**src/hdl/tbs_pkg.sv**
```systemverilog
// Shared types and constants for the time bucket scheduler.
`timescale 1ns / 1ps
package tbs_pkg;

  localparam int unsigned RegBits = 31;
  localparam int unsigned QuoBits = 32;

  typedef enum logic [1:0] {
    ST_INSERTED = 2'd0,
    ST_DROPPED  = 2'd1,
    ST_POPPED   = 2'd2,
    ST_EMPTY    = 2'd3
  } status_e;

  typedef enum logic {
    REQ_INSERT = 1'b0,
    REQ_POP    = 1'b1
  } req_e;

  typedef enum logic {
    REG_BUCKET_WIDTH = 1'b0,
    REG_TIME_SPAN    = 1'b1
  } reg_e;

  typedef enum logic [3:0] {
    S_IDLE,
    S_CLEAR,
    S_CFG_DIV,
    S_INS_DIV,
    S_INS_CHECK,
    S_INS_WRITE,
    S_POP_SCAN,
    S_POP_READ,
    S_POP_EMIT,
    S_RESULT
  } state_e;

  // Controller commands to the datapath.
  typedef struct packed {
    logic clear_step;
    logic cfg_div_start;
    logic ins_div_start;
    logic div_step;
    logic ins_index;
    logic ins_write;
    logic scan_step;
    logic pop_start;
    logic pop_read;
    logic pop_next;
    logic load_result;
    status_e res_status;
    logic    res_last;
  } dp_cmd_t;

  // Datapath status to the controller.
  typedef struct packed {
    logic clear_done;
    logic div_done;
    logic bucket_full;
    logic scan_hit;
    logic scan_end;
    logic pop_final;
  } dp_stat_t;

endpackage

```
**src/hdl/tbs_ctrl.sv**
```systemverilog
// Controller state machine sequencing clear, divide, insert and pop.
`timescale 1ns / 1ps
module tbs_ctrl (
  input  logic               clk_i,
  input  logic               rst_ni,
  input  logic               cfg_we_i,
  output logic               cfg_ready_o,
  input  logic               in_valid_i,
  input  logic               in_req_i,
  output logic               in_ready_o,
  output logic               out_valid_o,
  input  logic               out_ready_i,
  output tbs_pkg::dp_cmd_t   cmd_o,
  input  tbs_pkg::dp_stat_t  stat_i
);
  tbs_pkg::state_e state_q, state_d;
  logic ins_q, ins_d;
  logic full_q, full_d;

  always_ff @(posedge clk_i or negedge rst_ni) begin
    if (!rst_ni) begin
      state_q <= tbs_pkg::S_IDLE;
      ins_q   <= 1'b0;
      full_q  <= 1'b0;
    end else begin
      state_q <= state_d;
      ins_q   <= ins_d;
      full_q  <= full_d;
    end
  end

  always_comb begin
    state_d = state_q;
    ins_d   = ins_q;
    full_d  = full_q;
    cmd_o   = '0;
    cmd_o.res_status = tbs_pkg::ST_INSERTED;
    cfg_ready_o = 1'b0;
    in_ready_o  = 1'b0;
    out_valid_o = 1'b0;
    unique case (state_q)
      tbs_pkg::S_IDLE: begin
        cfg_ready_o = 1'b1;
        in_ready_o  = !cfg_we_i;
        if (cfg_we_i) begin
          cmd_o.cfg_div_start = 1'b1;
          state_d = tbs_pkg::S_CFG_DIV;
        end else if (in_valid_i) begin
          if (in_req_i == tbs_pkg::REQ_INSERT) begin
            cmd_o.ins_div_start = 1'b1;
            state_d = tbs_pkg::S_INS_DIV;
          end else begin
            state_d = tbs_pkg::S_POP_SCAN;
          end
        end
      end
      tbs_pkg::S_CFG_DIV: begin
        if (stat_i.div_done) state_d = tbs_pkg::S_CLEAR;
        else cmd_o.div_step = 1'b1;
      end
      tbs_pkg::S_CLEAR: begin
        cmd_o.clear_step = 1'b1;
        if (stat_i.clear_done) state_d = tbs_pkg::S_IDLE;
      end
      tbs_pkg::S_INS_DIV: begin
        if (stat_i.div_done) state_d = tbs_pkg::S_INS_CHECK;
        else cmd_o.div_step = 1'b1;
      end
      tbs_pkg::S_INS_CHECK: begin
        cmd_o.ins_index = 1'b1;
        full_d  = stat_i.bucket_full;
        state_d = tbs_pkg::S_INS_WRITE;
      end
      tbs_pkg::S_INS_WRITE: begin
        cmd_o.ins_write   = !full_q;
        cmd_o.load_result = 1'b1;
        cmd_o.res_status  = full_q ? tbs_pkg::ST_DROPPED : tbs_pkg::ST_INSERTED;
        cmd_o.res_last    = 1'b1;
        ins_d   = 1'b1;
        state_d = tbs_pkg::S_RESULT;
      end
      tbs_pkg::S_POP_SCAN: begin
        if (stat_i.scan_end) begin
          cmd_o.load_result = 1'b1;
          cmd_o.res_status  = tbs_pkg::ST_EMPTY;
          cmd_o.res_last    = 1'b1;
          ins_d   = 1'b1;
          state_d = tbs_pkg::S_RESULT;
        end else if (stat_i.scan_hit) begin
          cmd_o.pop_start = 1'b1;
          state_d = tbs_pkg::S_POP_READ;
        end else begin
          cmd_o.scan_step = 1'b1;
        end
      end
      tbs_pkg::S_POP_READ: begin
        cmd_o.pop_read = 1'b1;
        state_d = tbs_pkg::S_POP_EMIT;
      end
      tbs_pkg::S_POP_EMIT: begin
        cmd_o.load_result = 1'b1;
        cmd_o.res_status  = tbs_pkg::ST_POPPED;
        cmd_o.res_last    = stat_i.pop_final;
        ins_d   = stat_i.pop_final;
        state_d = tbs_pkg::S_RESULT;
      end
      tbs_pkg::S_RESULT: begin
        out_valid_o = 1'b1;
        if (out_ready_i) begin
          if (ins_q) begin
            state_d = tbs_pkg::S_IDLE;
          end else begin
            cmd_o.pop_next = 1'b1;
            state_d = tbs_pkg::S_POP_READ;
          end
        end
      end
      default: state_d = tbs_pkg::S_IDLE;
    endcase
  end
endmodule

```
**config.mk**
```make
export PLATFORM = sky130hd
export DESIGN_NAME = tbs_ctrl
export DESIGN_NICKNAME = d
export VERILOG_FILES = /design/src/hdl/tbs_pkg.sv /design/src/hdl/tbs_ctrl.sv
export SDC_FILE = /design/constraint.sdc
export NUM_CORES = 1
export LEC_CHECK = 0
export BUFFER_PORTS_ARGS = -buffer_cell sky130_fd_sc_hd__buf_4
export CORE_UTILIZATION = 44
export DETAILED_ROUTE_END_ITERATION = 10
export PLACE_DENSITY = 0.76
export SLEW_MARGIN = 20
export SYNTH_ARGS = -nofsm -noshare
export SYNTH_HDL_FRONTEND = slang
export SYNTH_SLANG_ARGS = --single-unit
```
**constraint.sdc**
```tcl
create_clock -name clk_i -period 1.65 [get_ports clk_i]
set_input_delay 0.33 -clock clk_i [delete_from_list [all_inputs] [get_ports clk_i]]
set_output_delay 0.33 -clock clk_i [all_outputs]
set_load 0.05 [all_outputs]
```
==> results of run 1 <==
==> synthesized netlist by cell type (all sizes together) (2+ instances only) <==
library cell	instances	share of area (%)
or3	3	3.0
dfrtp	6	24
nor2b	4	5.3
nor2	13	8.7
a21oi	6	6.1
and2	3	3.0
buf	4	6.1
nand2	6	4.9
inv	5	3.0
nand2b	4	4.9
nor3	5	4.1
nand3b	2	2.4
mux2	2	3.7
==> cells by family after synthesis <==
kind of cell | after synthesis | share of synthesized area [%]
muxes | 3 | 5.28
AOI/OAI and AO/OA | 14 | 19.9
buffers and inverters | 9 | 9.14
DFF | 6 | 24.4
and+or+nand+nor | 42 | 41.3
==> stage by stage <==
stage | std cells | hold slack, ns | setup slack [ns]
3_5_place_dp | 130 | 0.145 | -0.0104
2_1_floorplan | 74 | 0.0344 | -0.209
3_3_place_gp | 130 | 0.145 | 0.0259
==> results.json, run 1 <==
{
  "synth_seq_area_share_pct": 24.4,
  "synthFlopType": "dfrtp_1",
  "outcome": "aborted with a tool error",
  "ys_async_sr_fraction_pct": 100,
  "start_util_pct": 47.3,
  "cts-resized-gates": 50,
  "cts-buffers-inserted": 3,
  "die_w_um": 39.4,
  "post-dp-hpwl_um": 1410,
  "syn_area_per_cell_um2": 8.32,
  "die_h_um": 39.4,
  "dpl_cell_area_um2": 977,
  "synthCells": 74,
  "synthesis.area_um2": 616,
  "root_buffer": "clkbuf_4",
  "finalWeightedCongestion": 0.848,
  "haltStage": "4_1_cts",
  "htreeDepth": 1,
  "synth_nets": 86,
  "postCtsSetupBuffers": 14,
  "fp-row-count": 13,
  "ys_warn_count": 0,
  "numPortBuffers": 28,
  "ioPinCount": 29,
  "first-error": "[ERROR DPL-0038] Utilization greater than 100%, impossible to legalize",
  "yosysUniqueCellTypes": 31,
  "clk_path_buf_depth": 2,
  "clkSinkCount": 6,
  "ctsHoldBuffers": 1,
  "ys_seq_elements": 6,
  "synth-edff-count": 0
}
==> run 2: changes to the inputs <==
--- a/config.mk
+++ b/config.mk
@@ -6,9 +6,10 @@
 export NUM_CORES = 1
 export LEC_CHECK = 0
 export BUFFER_PORTS_ARGS = -buffer_cell sky130_fd_sc_hd__buf_4
-export CORE_UTILIZATION = 44
+export CORE_AREA = 2 2 63 65
 export DETAILED_ROUTE_END_ITERATION = 10
-export PLACE_DENSITY = 0.76
+export DIE_AREA = 0 0 65 67
+export PLACE_DENSITY_LB_ADDON = 0.15
 export SLEW_MARGIN = 20
 export SYNTH_ARGS = -nofsm -noshare
 export SYNTH_HDL_FRONTEND = slang
==> run 2 against run 1 <==
Net effect: the flow now finishes, with violations (setup timing); synthesized cell count stayed put; area after synthesis unchanged.
==> results.json, run 2 <==
{
  "ir_worst_vdd_mv": 1.19,
  "grt_max_degree": 9,
  "grt.overflow.total": 0,
  "area_growth_pct": 133,
  "power_density_nw_per_um2": 1850,
  "clk_path_buf_depth": 2,
  "vias": 739,
  "top_regs": "state_q x4, full_q x1, ins_q x1",
  "whs_endpoint": "full_q",
  "rsz0062_at_grt": "yes",
  "fin_crit_ns": 1.76,
  "worst_pin_slew_ns": 0.329,
  "fin_worst_skew_ns": 0.000627,
  "clkSinkCount": 6,
  "rr_endpoint": "state_q[0]",
  "multi_input_area_um2": 579,
  "finalNetCount": 149,
  "fillers": 364,
  "cp.required_ns": 1.32,
  "drtPass1Iterations": 2,
  "ys_seq_elements": 6,
  "outcome": "finished with violations",
  "timing.rr.start": "state_q[2]",
  "grt_pass1_wl_um": 3200,
  "synth_most_common_cell": "nor2_1",
  "syn_area_per_cell_um2": 8.32,
  "synthMuxAreaShare_pct": 5.28,
  "tns_ns": -0.957,
  "synthFlopType": "dfrtp_1",
  "synth_compound_area_share_pct": 19.9,
  "synth_nets": 86,
  "synth_area_leaders": "dfrtp_1 (24%), nor2_1 (6.7%), o311ai_4 (4.3%)",
  "drc": 0,
  "yosysTopAreaCellShare_pct": 24.4,
  "final_cell_mix": "buf_4 (39), buf_6 (15), buf_8 (7)",
  "timing.hold.ws_ns": 0.346,
  "ys_async_sr_fraction_pct": 100,
  "drv_cap": 0,
  "antenna_found_initial": 0,
  "synth_xor_area_share_pct": 0,
  "root_buffer": "clkbuf_8",
  "cts-buffers-inserted": 3,
  "worstSetupPathType": "reg -> out",
  "antenna_left": 0,
  "reg2reg_slack_ns": -0.07,
  "violations": "setup timing",
  "synth_simple_gate_area_share_pct": 41.3,
  "cts_tree": "built",
  "largest_reg_flops": 4,
  "clk_pin_slew_ns": 0.04,
  "synth_common_cells": "nor2_1 (11), dfrtp_1 (6), nand2_1 (5), nor3_1 (5)",
  "htreeDepth": 1,
  "numPortBuffers": 28,
  "clock_latency_ns": 0.22,
  "drtIter0Drc": 28,
  "worstHoldPathType": "in -> reg",
  "die_w_um": 65,
  "setup_viol": 15,
  "routedWlPerCell_um": 11.6,
  "cp-start-kind": "register",
  "fin_util_pct": 39.7,
  "cp_max_fo": 7,
  "synthCells": 74,
  "finalWeightedCongestion": 0.768,
  "dieArea_um2": 4360,
  "timing.final.ws_setup_ns": -0.108,
  "avgViaCountPerCell": 4.04,
  "yosysTopAreaCell": "dfrtp_1",
  "final_cells": 183,
  "layout_commonest_cell": "buf_4",
  "yosysUniqueCellTypes": 31,
  "hold_viol": 0,
  "fp-row-count": 22,
  "post-dp-hpwl_um": 1640,
  "ioPinCount": 29,
  "grtUsageTotal_pct": 9.86,
  "drt-total-wl_um": 2120,
  "total_power_mw": 2.66,
  "ys_warn_count": 0,
  "start_util_pct": 17.1,
  "hold_start": "stat_i[3]",
  "antenna_cells": 0,
  "fmax_mhz": 569,
  "end_kind": "primary output",
  "drive_above_1_share_pct": 79.3,
  "largest-register": "state_q",
  "synthesis.area_um2": 616,
  "dp.cells": 167,
  "p_leak_nw": 0.661,
  "synth_top_family_by_area": "simple AND/OR/NAND/NOR gates",
  "synthAdderAreaFrac_pct": 0,
  "min_period_over_period_pct": 107,
  "first_global_vias": 704,
  "synth-edff-count": 0,
  "die_h_um": 67,
  "reg2regPathDepth": 6,
  "critPathArrivalTime_ns": 1.43,
  "holdPathStages": 2,
  "coreArea_um2": 3610,
  "seqCellArea_um2": 154,
  "slew_viol_final": 0,
  "synth_seq_area_share_pct": 24.4,
  "slew_headroom_pct": 78.0
}
-- run 2: metal layers --
layer	GRT usage, %	wire, um
met4	6.38	34
met1	13.1	989
met5	0	0
met3	1.52	105
met2	14.7	996
-- run 2: through the flow --
stage | instance area [um^2] | worst slack, ns
2_1_floorplan | 662 | -0.209
3_3_place_gp | 1050 | -0.0269
3_5_place_dp | 1050 | -0.00565
4_1_cts | 1320 | -0.129
5_1_grt | 1430 | -0.173
6_report | 1430 | -0.108
-- run 2: worst max-delay path: stages, from the launching register on --
cell	delay, ns
dfrtp_2	0.45
nand2b_4	0.17
or3_4	0.35
nor2_4	0.09
buf_6	0.16
-- run 2: final cells by class --
type / count / area share (%)
Clock buffer: 3 / 2.88
Multi-Input combinational cell: 59 / 40.4
Tap cell: 48 / 4.19
Timing Repair Buffer: 62 / 40.3
Sequential cell: 6 / 10.7
Inverter: 5 / 1.48
-- run 2: power by group --
group	switching [mW]	leakage, nW	internal, mW
Sequential	0.134	0.0717	0.225
Combinational	1.06	0.568	1.02
Clock	0.0638	0.0216	0.157
Total	1.26	0.661	1.40
-- run 2: worst max path at each step --
stage / from / cells after the start / endpoint
finish: state_q[0] / 4 / cmd_o[7]
global route: state_q[2] / 6 / cmd_o[4]
CTS: state_q[2] / 6 / cmd_o[4]
detailed placement: state_q[1] / 4 / cmd_o[0]
global placement: state_q[1] / 5 / cmd_o[11]
floorplan: state_q[3] / 5 / state_q[0]
-- run 2: logic make-up (layout without fill, tap and decap cells) --
logic type / after synthesis / after routing
flip-flops: 6 / 6
buffers and inverters: 9 / 70
AND/OR/NAND/NOR: 42 / 42
multiplexers: 3 / 3
AO/OA/AOI/OAI: 14 / 14
-- run 2: timing repair --
action / in CTS / in global routing
setup buffers: 9 / 5
endpoints found under the setup margin: 17 / 19
pin swaps: 6 / 6
resized for setup: 46 / 18
endpoints found under the hold margin: 6 / 0
hold buffers: 1 / 0
(Power assumes the default switching activity.)
==> run 3: changes to the inputs <==
--- a/config.mk
+++ b/config.mk
@@ -6,6 +6,8 @@
 export NUM_CORES = 1
 export LEC_CHECK = 0
 export BUFFER_PORTS_ARGS = -buffer_cell sky130_fd_sc_hd__buf_4
+export CELL_PAD_IN_SITES_DETAIL_PLACEMENT = 0
+export CELL_PAD_IN_SITES_GLOBAL_PLACEMENT = 1
 export CORE_AREA = 2 2 63 65
 export DETAILED_ROUTE_END_ITERATION = 10
 export DIE_AREA = 0 0 65 67
==> run 3 against run 2 <==
Net effect: total power down 1.4%; sequential cell count is the same; the run still ends with setup timing left; sequential share of layout area is 0.28 points higher; fmax shrank 1.9%; clock-buffer cell count unchanged; routed wire length is 1.0% lower; final cell count up 0.55%; combinational power hardly changed; critical path depth unchanged; utilization shrank 1.0 points; non-clock buffer count grew 1.
==> results.json, run 3 (same netlist as run 2, synthesis figures left out) <==
{
  "outcome": "finished with violations",
  "violations": "setup timing",
  "worstHoldPathType": "in -> reg",
  "fillers": 364,
  "die_h_um": 67,
  "coreArea_um2": 3610,
  "largest_reg_flops": 4,
  "die_w_um": 65,
  "clk_pin_slew_ns": 0.04,
  "min_period_over_period_pct": 109,
  "dp.cells": 169,
  "antenna_left": 0,
  "grt_pass1_wl_um": 3450,
  "drc": 0,
  "clkSinkCount": 6,
  "power_density_nw_per_um2": 1880,
  "hold_viol": 0,
  "fin_crit_ns": 1.79,
  "drv_cap": 0,
  "routedWlPerCell_um": 11.4,
  "drtIter0Drc": 10,
  "cp-start-kind": "register",
  "slew_viol_final": 0,
  "htreeDepth": 1,
  "area_growth_pct": 127,
  "root_buffer": "clkbuf_8",
  "post-dp-hpwl_um": 1680,
  "ioPinCount": 29,
  "fmax_mhz": 558,
  "grtUsageTotal_pct": 10.5,
  "start_util_pct": 17.1,
  "grt.overflow.total": 0,
  "end_kind": "primary output",
  "vias": 723,
  "total_power_mw": 2.62,
  "finalNetCount": 150,
  "cts_tree": "built",
  "drtPass1Iterations": 3,
  "first_global_vias": 790,
  "finalWeightedCongestion": 0.719,
  "antenna_cells": 0,
  "cts-buffers-inserted": 3,
  "fin_util_pct": 38.7,
  "worstSetupPathType": "reg -> out",
  "slew_headroom_pct": 78.4,
  "fp-row-count": 22,
  "p_leak_nw": 0.658,
  "final_cells": 184,
  "grt_max_degree": 9,
  "drive_above_1_share_pct": 77.2,
  "cp.required_ns": 1.32,
  "layout_commonest_cell": "buf_4",
  "rsz0062_at_grt": "yes",
  "ir_worst_vdd_mv": 0.499,
  "top_regs": "state_q x4, full_q x1, ins_q x1",
  "setup_viol": 16,
  "numPortBuffers": 28,
  "avgViaCountPerCell": 3.93,
  "antenna_found_initial": 0,
  "final_cell_mix": "buf_4 (43), buf_6 (14), nor2_1 (8)",
  "drt-total-wl_um": 2100,
  "largest-register": "state_q",
  "fin_worst_skew_ns": 0.00162,
  "tns_ns": -1.06,
  "clock_latency_ns": 0.22,
  "timing.final.ws_setup_ns": -0.141,
  "critPathArrivalTime_ns": 1.46,
  "dieArea_um2": 4360,
  "clk_path_buf_depth": 2,
  "worst_pin_slew_ns": 0.323,
  "pre_cts_ws_ns": -0.0991,
  "cp_max_fo": 8
}
==> run 3: worst max-delay path, cell delays in order, from the launching register on <==
cell	delay, ns
dfrtp_2	0.47
nand2b_4	0.18
or3_4	0.35
nor2_4	0.09
buf_6	0.16
==> run 3: worst paths after layout <==
path                                 start          to  slack (ns)  depth (start not counted)
max in group asynchronous           rst_ni  state_q[2]        1.06                          2
worst min-delay path             stat_i[3]      full_q        0.35                          2
worst max-delay path            state_q[0]    cmd_o[7]       -0.14                          4
worst min register to register      full_q      full_q        0.58                          1
worst max register to register  state_q[3]  state_q[0]       -0.02                          7
min in group asynchronous           rst_ni  state_q[3]        0.46                          2
==> run 3: repair_timing <==
action / 4_1_cts / 5_1_grt
setup endpoints to repair: 17 / 19
pin swaps: 3 / 3
gates cloned: 0 / 0
endpoints found under the hold margin: 6 / 0
resized for setup: 34 / 18
setup buffers: 6 / 5
hold buffers: 1 / 0
==> run 3: where the power goes <==
| group | switching, mW | total, mW | internal [mW] |
|---|---|---|---|
| Combinational | 1.04 | 2.05 | 1.01 |
| Sequential | 0.132 | 0.357 | 0.225 |
| Clock | 0.0557 | 0.212 | 0.156 |
==> run 3: layout make-up <==
cell class,instances,area [um^2],area share [%]
well taps,48,60.1,4.30
multi-input cells,59,557,39.9
inverters,5,18.8,1.34
flip-flops and latches,6,154,11.0
repair buffers,63,566,40.5
clock buffers,3,41.3,2.96
==> run 3: metal layers <==
| metal | global-route usage (%) | part of all wire [%] | routed length, um | vias to the layer above |
|---|---|---|---|---|
| li1 | - | - | - | 376 |
| met1 | 11.1 | 41 | 863 | 333 |
| met4 | 5.59 | 1.3 | 27 | 0 |
| met5 | 0 | 0 | 0 | - |
| met3 | 1.01 | 2.9 | 61 | 2 |
| met2 | 20.5 | 55 | 1150 | 12 |
==> run 3: per-stage QoR <==
step,instance area (um^2),hold WS [ns]
2_1_floorplan,662,0.0344
3_3_place_gp,1060,0.143
3_5_place_dp,1060,0.144
4_1_cts,1300,0.350
5_1_grt,1400,0.354
6_report,1400,0.353
==> run 4: changes to the inputs <==
--- a/config.mk
+++ b/config.mk
@@ -5,6 +5,7 @@
 export SDC_FILE = /design/constraint.sdc
 export NUM_CORES = 1
 export LEC_CHECK = 0
+export ABC_AREA = 1
 export BUFFER_PORTS_ARGS = -buffer_cell sky130_fd_sc_hd__buf_4
 export CELL_PAD_IN_SITES_DETAIL_PLACEMENT = 0
 export CELL_PAD_IN_SITES_GLOBAL_PLACEMENT = 1
==> run 4 against run 3 <==
Net effect: the run still ends with setup timing left; cell area down 6.0%; fmax up 5.1%; utilization down 2.3 points; clock skew down 0.0013 ns; die area unchanged; routed wire length down 3.9%; via count up 7.5%.
==> results.json, run 4 <==
{
  "post-dp-hpwl_um": 1630,
  "synth_most_common_cell": "nand2_1",
  "synthCells": 94,
  "clock_latency_ns": 0.22,
  "synth_common_cells": "nand2_1 (28), nor2_1 (24), inv_1 (18)",
  "rsz0062_at_grt": "yes",
  "htreeDepth": 1,
  "ys_seq_elements": 6,
  "power_density_nw_per_um2": 1900,
  "cts_tree": "built",
  "fin_crit_ns": 1.70,
  "critPathArrivalTime_ns": 1.37,
  "synthesis.area_um2": 518,
  "antenna_found_initial": 0,
  "syn_area_per_cell_um2": 5.51,
  "p_leak_nw": 0.736,
  "grt_max_degree": 7,
  "seqCellArea_um2": 153,
  "largest_reg_flops": 4,
  "finalWeightedCongestion": 0.693,
  "critPathSlowestCell": "dfrtp_2",
  "cp.required_ns": 1.32,
  "clkSinkCount": 6,
  "ys_async_sr_fraction_pct": 100,
  "fin_worst_skew_ns": 0.000318,
  "cp_num_buf_inv": 3,
  "multi_input_area_um2": 455,
  "cp_cell_sequence": "inv_1 -> nor2_4 -> buf_4 -> nand3_1 -> nand2_1 -> buf_6",
  "dieArea_um2": 4360,
  "die_h_um": 67,
  "min_period_over_period_pct": 103,
  "outcome": "finished with violations",
  "routedWlPerCell_um": 9.91,
  "grt.overflow.total": 0,
  "ys_warn_count": 0,
  "antenna_left": 0,
  "synth_seq_area_share_pct": 29.0,
  "yosysTopAreaCell": "dfrtp_1",
  "avgViaCountPerCell": 3.81,
  "grt_pass1_wl_um": 3290,
  "timing.final.ws_setup_ns": -0.0546,
  "clk_pin_slew_ns": 0.04,
  "worstSetupPathType": "reg -> out",
  "crit_family": "flip-flops",
  "drtPass1Iterations": 4,
  "yosysTopAreaCellShare_pct": 29.0,
  "fmax_mhz": 587,
  "ioPinCount": 29,
  "slew_headroom_pct": 86.5,
  "first_global_vias": 800,
  "total_power_mw": 2.49,
  "synthFlopType": "dfrtp_1",
  "violations": "setup timing",
  "top_regs": "state_q x4, full_q x1, ins_q x1",
  "layout_commonest_cell": "buf_4",
  "drtIter0Drc": 30,
  "drive_above_1_share_pct": 60.3,
  "root_buffer": "clkbuf_8",
  "tns_ns": -0.222,
  "area_growth_pct": 153,
  "end_kind": "primary output",
  "synth-edff-count": 0,
  "vias": 777,
  "fp-row-count": 22,
  "numPortBuffers": 28,
  "antenna_cells": 0,
  "yosysUniqueCellTypes": 12,
  "clk_path_buf_depth": 2,
  "drt-total-wl_um": 2020,
  "cp-start-kind": "register",
  "start_util_pct": 14.4,
  "ir_worst_vdd_mv": 0.384,
  "slowest_delay_ns": 0.44,
  "synth_nets": 106,
  "final_cell_mix": "buf_4 (39), nand2_1 (20), buf_6 (15)",
  "hold_viol": 0,
  "grtUsageTotal_pct": 9.88,
  "die_w_um": 65,
  "coreArea_um2": 3610,
  "drv_cap": 0,
  "setup_viol": 8,
  "worstHoldPathType": "in -> reg",
  "fillers": 389,
  "cts-buffers-inserted": 3,
  "worst_pin_slew_ns": 0.201,
  "cp_max_fo": 5,
  "slew_viol_final": 0,
  "largest-register": "state_q",
  "drc": 0,
  "finalNetCount": 170,
  "synth_area_leaders": "dfrtp_1 (29%), nand2_1 (20%), nor2_1 (17%)"
}
==> run 4: cell count changes in the layout (fill, tap and decap cells not counted), sizes merged, moves of 3 or more <==
cell	delta
nand2	+23
inv	+12
nor2	+12
nand3	+11
a21oi	-6
nor3	-5
buf	-4
nand2b	-4
nor2b	-4
and2	-3
or3	-3
==> run 4: layout make-up <==
| cell class | instances | share of cell area, % |
|---|---|---|
| clock buffers | 3 | 3.15 |
| well taps | 48 | 4.58 |
| flip-flops and latches | 6 | 11.6 |
| multi-input cells | 70 | 34.7 |
| repair buffers | 59 | 40.5 |
| inverters | 18 | 5.43 |
==> run 4: worst paths after layout <==
kind                             from          to  slack, ns  cells after the start
hold reg to reg                full_q      full_q       0.54                      2
min in group asynchronous      rst_ni       ins_q       0.46                      2
setup / recovery           state_q[2]    cmd_o[1]      -0.05                      6
hold / removal              stat_i[3]      full_q       0.31                      3
setup reg to reg           state_q[2]  state_q[2]       0.21                     10
max in group asynchronous      rst_ni  state_q[2]       1.06                      2
==> run 4: layer usage <==
layer,global-route usage (%),share of wire (%)
met5,0,0
met4,4.79,1.1
met3,1.52,4.2
met2,17.3,52
met1,11.7,42
==> run 4: repair_timing <==
action	4_1_cts	5_1_grt
hold endpoints to repair	6	0
pin swaps	10	7
buffers inserted	10	3
hold buffers	1	0
setup endpoints to repair	16	16
gates resized for setup	45	16
==> run 4: cells by family after synthesis <==
family | count (synthesis) | share of synthesized area, %
AND/OR/NAND/NOR | 66 | 52.9
buffers and inverters | 18 | 13.0
flip-flops | 6 | 29.0
AO/OA/AOI/OAI | 4 | 5.07
==> run 4: worst min-delay path, stage by stage <==
cell	delay, ns
buf_4	0.08
nand2_1	0.04
nand2_1	0.05
==> run 4: per-stage QoR <==
step	cell area (um^2)	setup slack [ns]	hold slack (ns)	std cells	utilization [%]
5_1_grt	1310	-0.105	0.309	204	36.4
2_1_floorplan	546	-0.123	0.0344	94	-
6_report	1310	-0.0546	0.309	204	36.4
3_5_place_dp	943	0.0719	0.146	187	26.2
3_3_place_gp	943	0.0698	0.142	187	26.2
4_1_cts	1220	-0.0526	0.310	201	33.9
==> run 4: report_power, final <==
| group | internal [mW] | total [mW] | switching, mW |
|---|---|---|---|
| combinational | 0.858 | 1.97 | 1.11 |
| sequential | 0.225 | 0.301 | 0.0765 |
| clock | 0.157 | 0.220 | 0.0629 |
